`config.mk`:
```
export PLATFORM = sky130hd
export DESIGN_NAME = bpc_regs
export DESIGN_NICKNAME = d
export VERILOG_FILES = /design/src/design/assert_macros.svh /design/src/design/bpc_pkg.sv /design/src/design/bpc_regs.sv
export SDC_FILE = /design/constraint.sdc
export NUM_CORES = 1
export LEC_CHECK = 0
export BUFFER_PORTS_ARGS = -buffer_cell sky130_fd_sc_hd__buf_4
export CAP_MARGIN = 20
export CORE_UTILIZATION = 35
export DETAILED_ROUTE_END_ITERATION = 12
export GPL_TIMING_DRIVEN = 1
export MAX_ROUTING_LAYER = met4
export SYNTH_ARGS = -nofsm -noshare
export SYNTH_HDL_FRONTEND = slang
export SYNTH_SLANG_ARGS = --single-unit
export TNS_END_PERCENT = 10
```
`constraint.sdc`:
```
create_clock -name clk -period 2.06 [get_ports clk]
set_clock_uncertainty 0.05 [all_clocks]
set_input_delay 0.206 -clock clk [delete_from_list [all_inputs] [get_ports clk]]
set_output_delay 0.206 -clock clk [all_outputs]
set_load 0.01 [all_outputs]
```
`src/design/assert_macros.svh`:
```
// Assertion helpers included by the compensation unit.
`ifndef ASSERT_MACROS_SVH
`define ASSERT_MACROS_SVH
`ifndef ASSERT_OFF
`define ASSERT_PROP(lbl, prop) \
	lbl: assert property (@(posedge clk) disable iff (!arst_n) prop) \
		else $error("assertion failed");
`define ASSERT_NEVER(lbl, cond) \
	lbl: assert property (@(posedge clk) disable iff (!arst_n) !(cond)) \
		else $error("assertion failed");
`else
`define ASSERT_PROP(lbl, prop)
`define ASSERT_NEVER(lbl, cond)
`endif
`endif

```
`src/design/bpc_pkg.sv`:
```
`timescale 1ns / 1ps
package bpc_pkg;
	localparam int DivSteps = 32;

	// Register indexes on the configuration port.
	localparam logic [1:0] RegCalibA = 2'd0;
	localparam logic [1:0] RegCalibB = 2'd1;
	localparam logic [1:0] RegCalibC = 2'd2;
	localparam logic [1:0] RegOss    = 2'd3;

	localparam logic [31:0] B6Offset  = 32'd4000;
	localparam logic [31:0] CoefSq    = 32'd3038;
	localparam logic [31:0] CoefLin   = 32'hFFFF_E343;
	localparam logic [31:0] CoefConst = 32'd3791;
	localparam logic [31:0] PScale    = 32'd50000;
	localparam logic [31:0] Half15    = 32'd32768;
	localparam logic [31:0] SignBit   = 32'h8000_0000;

	typedef struct packed {
		logic [15:0] ac1;
		logic [15:0] ac2;
		logic [15:0] ac3;
		logic [15:0] ac4;
		logic [15:0] ac5;
		logic [15:0] ac6;
		logic [15:0] b1;
		logic [15:0] b2;
		logic [15:0] mc;
		logic [15:0] md;
		logic [1:0]  oss;
	} calib_t;

	// Context that travels with an item alongside the arithmetic.
	typedef struct packed {
		logic        vld;
		logic [23:0] up;
		logic [11:0] t;
		logic        err;
		logic        flag;
		logic [31:0] aux;
	} side_t;

	// Arithmetic right shift of a 32-bit word.
	function automatic logic [31:0] asr32(input logic [31:0] v, input logic [4:0] s);
		return $signed(v) >>> s;
	endfunction

	function automatic logic [31:0] sext16(input logic [15:0] v);
		return {{16{v[15]}}, v};
	endfunction
endpackage

```
`src/design/bpc_regs.sv`:
```
`timescale 1ns / 1ps
// Calibration and mode registers behind the APB port.
module bpc_regs (
	input  logic            clk,
	input  logic            arst_n,
	input  logic            psel,
	input  logic            penable,
	input  logic            pwrite,
	input  logic [4:0]      paddr,
	input  logic [63:0]     pwdata,
	output logic [63:0]     prdata,
	output logic            pready,
	output bpc_pkg::calib_t calib
);
	import bpc_pkg::*;

	logic [63:0] word_a_q;
	logic [63:0] word_b_q;
	logic [31:0] word_c_q;
	logic [1:0]  oss_q;
	logic [1:0]  idx;

	assign idx    = paddr[4:3];
	assign pready = 1'b1;

	// Registers are written in the access phase of a write.
	always_ff @(posedge clk or negedge arst_n) begin
		if (!arst_n) begin
			word_a_q <= '0;
			word_b_q <= '0;
			word_c_q <= '0;
			oss_q    <= '0;
		end else if (psel && penable && pwrite) begin
			case (idx)
				RegCalibA: word_a_q <= pwdata;
				RegCalibB: word_b_q <= pwdata;
				RegCalibC: word_c_q <= pwdata[31:0];
				RegOss:    oss_q    <= pwdata[1:0];
				default:   oss_q    <= oss_q;
			endcase
		end
	end

	// Read back.
	always_comb begin
		case (idx)
			RegCalibA: prdata = word_a_q;
			RegCalibB: prdata = word_b_q;
			RegCalibC: prdata = {32'd0, word_c_q};
			RegOss:    prdata = {62'd0, oss_q};
			default:   prdata = '0;
		endcase
	end

	assign calib.ac1 = word_a_q[15:0];
	assign calib.ac2 = word_a_q[31:16];
	assign calib.ac3 = word_a_q[47:32];
	assign calib.ac4 = word_a_q[63:48];
	assign calib.ac5 = word_b_q[15:0];
	assign calib.ac6 = word_b_q[31:16];
	assign calib.b1  = word_b_q[47:32];
	assign calib.b2  = word_b_q[63:48];
	assign calib.mc  = word_c_q[15:0];
	assign calib.md  = word_c_q[31:16];
	assign calib.oss = oss_q;
endmodule

```
### Yosys cells after proc, flatten, opt, wreduce, memory -nomap -nowiden

Cells that the tools add are included.

* output and inout bits: 227
* bits of input ports: 74
* logic and storage cells: 15
* register bits after elaboration: 162

* eq/ne operators: 3
* reduce and logical (&&, ||, !) cells: 7
* muxes and demuxes: 1

Operators with widths (count)
* $pmux 64 s4: 1
* $reduce_and 2->1: 4
* $eq 2x2->1 const B: 2
* $eq 2x1->1 const B: 1
* $logic_and 1x1->1: 2
* $logic_not 2->1: 1

### Logic depth before layout (Yosys ltp)

* depth after elaboration: 3
* gate-level depth with buffers: 5
* gate-level depth less buffers: 3

### Least setup slack after synthesis

No wires, ideal clock.

* path kind: input to register
* from: input port pwrite
* to: register word_a_q[0]
* arrival: 1.263 ns
* buffers on the path: 1
* stages: 4
* slack: 0.622 ns
* required time: 1.885 ns
* setup time: 0.125 ns
* path through: nand3_1 -> nor3_2 -> buf_2 -> mux2_2

* word-level cells in the longest chain between the ends: 2

Ends and longest elaborated chain
* start: declaration: RTL line bpc_regs.sv:8 `input logic pwrite,`
* $logic_and 1x1->1: RTL line bpc_regs.sv:33 `end else if (psel && penable && pwrite) begin`
* $reduce_and 2->1 (no line)
* end signal: assignment: RTL line bpc_regs.sv:35 `RegCalibA: word_a_q <= pwdata;`
* end: declaration: RTL line bpc_regs.sv:17 `logic [63:0] word_a_q;`

Every way passes these cells.
A chain may end at the register's enable or synchronous reset.

### Final worst setup path

* from: register oss_q[0]
* to: output port prdata[0]

* word-level cells in the longest chain between the ends: 1

Ends and longest elaborated chain
* start: declaration: RTL line bpc_regs.sv:20 `logic [1:0] oss_q;`
* start signal: assignment: RTL line bpc_regs.sv:38 `RegOss: oss_q <= pwdata[1:0];`
* start signal: assignment: RTL line bpc_regs.sv:39 `default: oss_q <= oss_q;`
* $pmux 64 s4: RTL line bpc_regs.sv:46 `case (idx)`
* end: declaration: RTL line bpc_regs.sv:11 `output logic [63:0] prdata,`

Every way passes these cells.

==> results.json <==
{
  "fin_crit_sh_pct": 83.5,
  "p_comb_share_pct": 31.7,
  "cp_max_fo": 3,
  "ys_ff_latch": 162,
  "numCtsBuffers": 17,
  "avgSynthCellArea_um2": 14.2,
  "vias": 5657,
  "async_flop_share_pct": 100,
  "post-synth-top-count-cell": "dfrtp_1",
  "grt_max_degree": 56,
  "seq_area_frac_synth_pct": 54.8,
  "status": "completed",
  "coreArea_um2": 20500,
  "clk_latency_ns": 0.42,
  "synth_top_area_cell": "dfrtp_1",
  "switching_power_w": 0.00362,
  "clkSinkCount": 162,
  "grt_pass1_wl_mm": 34.6,
  "path_clk_slew_ns": 0.07,
  "antenna_found_initial": 0,
  "area_growth_pct": 52.8,
  "io_buffers": 296,
  "finalNonFillerCells": 1168,
  "die_x_um": 147,
  "tns_ns": 0,
  "required_ns": 1.80,
  "period_needed_ns": 1.72,
  "grt_pass1_vias": 6173,
  "ioPinCount": 301,
  "vias_per_cell": 4.84,
  "synth.net_count": 597,
  "p_int_w": 0.00812,
  "max_freq_ghz": 0.581,
  "gp_congestion": 0.814,
  "pwr_density_cell_nw_per_um2": 1040,
  "postRouteAntennaNets": 0,
  "yosysWarnings": 0,
  "critPathLaunchType": "flop",
  "cts_root_buffer": "clkbuf_16",
  "finalHoldViolCount": 0,
  "overflow": 0,
  "max-vdd-ir-drop_v": 0.000539,
  "cap_violations": 0,
  "clock_power_share_pct": 29.1,
  "dieArea_um2": 21700,
  "yosysTopAreaCellShare_pct": 54.8,
  "drive_above_1_share_pct": 57.1,
  "hp-class": "input pin to asynchronous set/reset pin",
  "start_util_pct": 36.1,
  "drt_iter0_markers": 122,
  "fillers": 1764,
  "grt_use_total_pct": 21.1,
  "wl_mm": 21.9,
  "synth_ff_type": "dfrtp_1",
  "synth_edf_count": 0,
  "first_pass_iters": 4,
  "finalSetupViolCount": 0,
  "drc": 0,
  "p_sw_share_pct": 30.8,
  "synth_common_cells": "dfrtp_1, mux2_2, mux2i_1",
  "cts_tree": "done",
  "ys_top_cells_by_area": "dfrtp_1, mux2_2, mux2_4",
  "slew_violations": 0,
  "end_kind": "output port",
  "hpwl_mm": 15.1,
  "num-nets-final": 959,
  "wire_per_inst_um": 18.7,
  "cts.htree.levels": 4,
  "antenna-diode-count": 0,
  "syn_area_um2": 7400,
  "synth_cell_types": 20,
  "register_area_um2": 4050,
  "post_cts_buffers": 0,
  "rows": 52,
  "path_class": "flop to output port",
  "worstPathArrival_ns": 1.46,
  "die_h_um": 147,
  "sequentialPowerShare_pct": 39.2,
  "dp_cells": 1071,
  "cts_buffer_depth": 2,
  "rsz0062_at_grt": "no",
  "multi_input_area_um2": 3170,
  "p_leak_nw": 5.67,
  "synth_cells": 523
}
-- cells by family (layout without fill, tap and decap cells) --
| family | after synthesis | count (layout) | synth area share (%) |
|---|---|---|---|
| multiplexers | 226 | 226 | 36.7 |
| AND/OR/NAND/NOR | 69 | 69 | 3.74 |
| AO/OA/AOI/OAI | 30 | 30 | 2.03 |
| other | 1 | 1 | 0.0507 |
| buffers and inverters | 35 | 410 | 2.72 |
| flip-flops | 162 | 162 | 54.8 |
-- cell type report --
type,instances,area share [%]
flip-flops and latches,162,35.8
multi-input cells,326,28.0
repair buffers,377,27.5
clock buffers,17,3.76
well taps,270,2.99
clock inverters,15,1.90
inverters,1,0.0332
-- through the flow --
stage | hold slack (ns) | setup WS [ns] | total power, W | instance area, um2 | util (%)
after global placement | 0.109 | 0.294 | 0.00820 | 10000 | 48.9
final | 0.228 | 0.339 | 0.0117 | 11300 | 55.2
after global routing | 0.266 | 0.293 | 0.0123 | 11300 | 55.2
after floorplan | -0.140 | 0.622 | 0.00614 | 7400 | -
after CTS | 0.231 | 0.312 | 0.0119 | 11300 | 55.2
after detailed placement | 0.116 | 0.255 | 0.00829 | 10000 | 48.9
-- sequential cells by signal (all words and copies together) (netlist names) --
signal,cells
word_b_q,64
word_a_q,64
word_c_q,32
oss_q,2
-- worst max-delay path, cell delays in order (launching register included) --
cell and delay, ns:
dfrtp_1 0.40, mux4_2 0.48, buf_4 0.17
-- metal layers --
metal | vias up | share of wire, % | global-route usage [%]
li1 | 2564 | - | -
met1 | 2837 | 43 | 25.8
met2 | 228 | 49 | 34.2
met3 | 28 | 6.3 | 5.06
met4 | 0 | 2.0 | 7.01
met5 | - | 0 | -
-- placed cells by master (no fill, tap or decap), types with 2 or more instances in the layout --
master,netlist,layout
mux4_2,2,2
mux2_2,102,102
buf_12,0,9
bufinv_16,0,3
dlygate4sd3_1,0,65
buf_4,1,302
inv_6,0,5
nand2_1,30,30
nor2_1,33,32
dfrtp_1,162,162
inv_8,0,3
o21ai_0,30,30
mux2i_1,62,62
mux2_4,60,60
clkbuf_16,0,17
clkinv_8,0,2
clkinvlp_4,0,2
-- worst paths after layout --
check / to / depth (start not counted) / start / slack (ns)
setup / recovery: prdata[0] / 2 / oss_q[0] / 0.34
hold / removal: word_a_q[32] / 2 / arst_n / 0.23
setup reg to reg: word_a_q[50] / 1 / word_a_q[50] / 1.20
hold reg to reg: word_a_q[54] / 1 / word_a_q[54] / 0.49
max in group asynchronous: word_b_q[31] / 3 / arst_n / 1.03
min in group clk: oss_q[0] / 4 / paddr[3] / 0.29
-- what timing repair did --
| action | 4_1_cts | 5_1_grt |
|---|---|---|
| hold endpoints to repair | 203 | 0 |
| resized for setup | 0 | 0 |
| hold buffers | 65 | 0 |
-- power groups by stage --
stage / registers (W) / clock network (W) / logic [W]
2_1_floorplan: 0.00483 / 0 / 0.00131
3_3_place_gp: 0.00460 / 0 / 0.00360
3_5_place_dp: 0.00464 / 0 / 0.00365
4_1_cts: 0.00460 / 0.00351 / 0.00376
5_1_grt: 0.00470 / 0.00365 / 0.00398
6_report: 0.00460 / 0.00342 / 0.00372
Note: power is estimated with default switching activity, not from simulation.
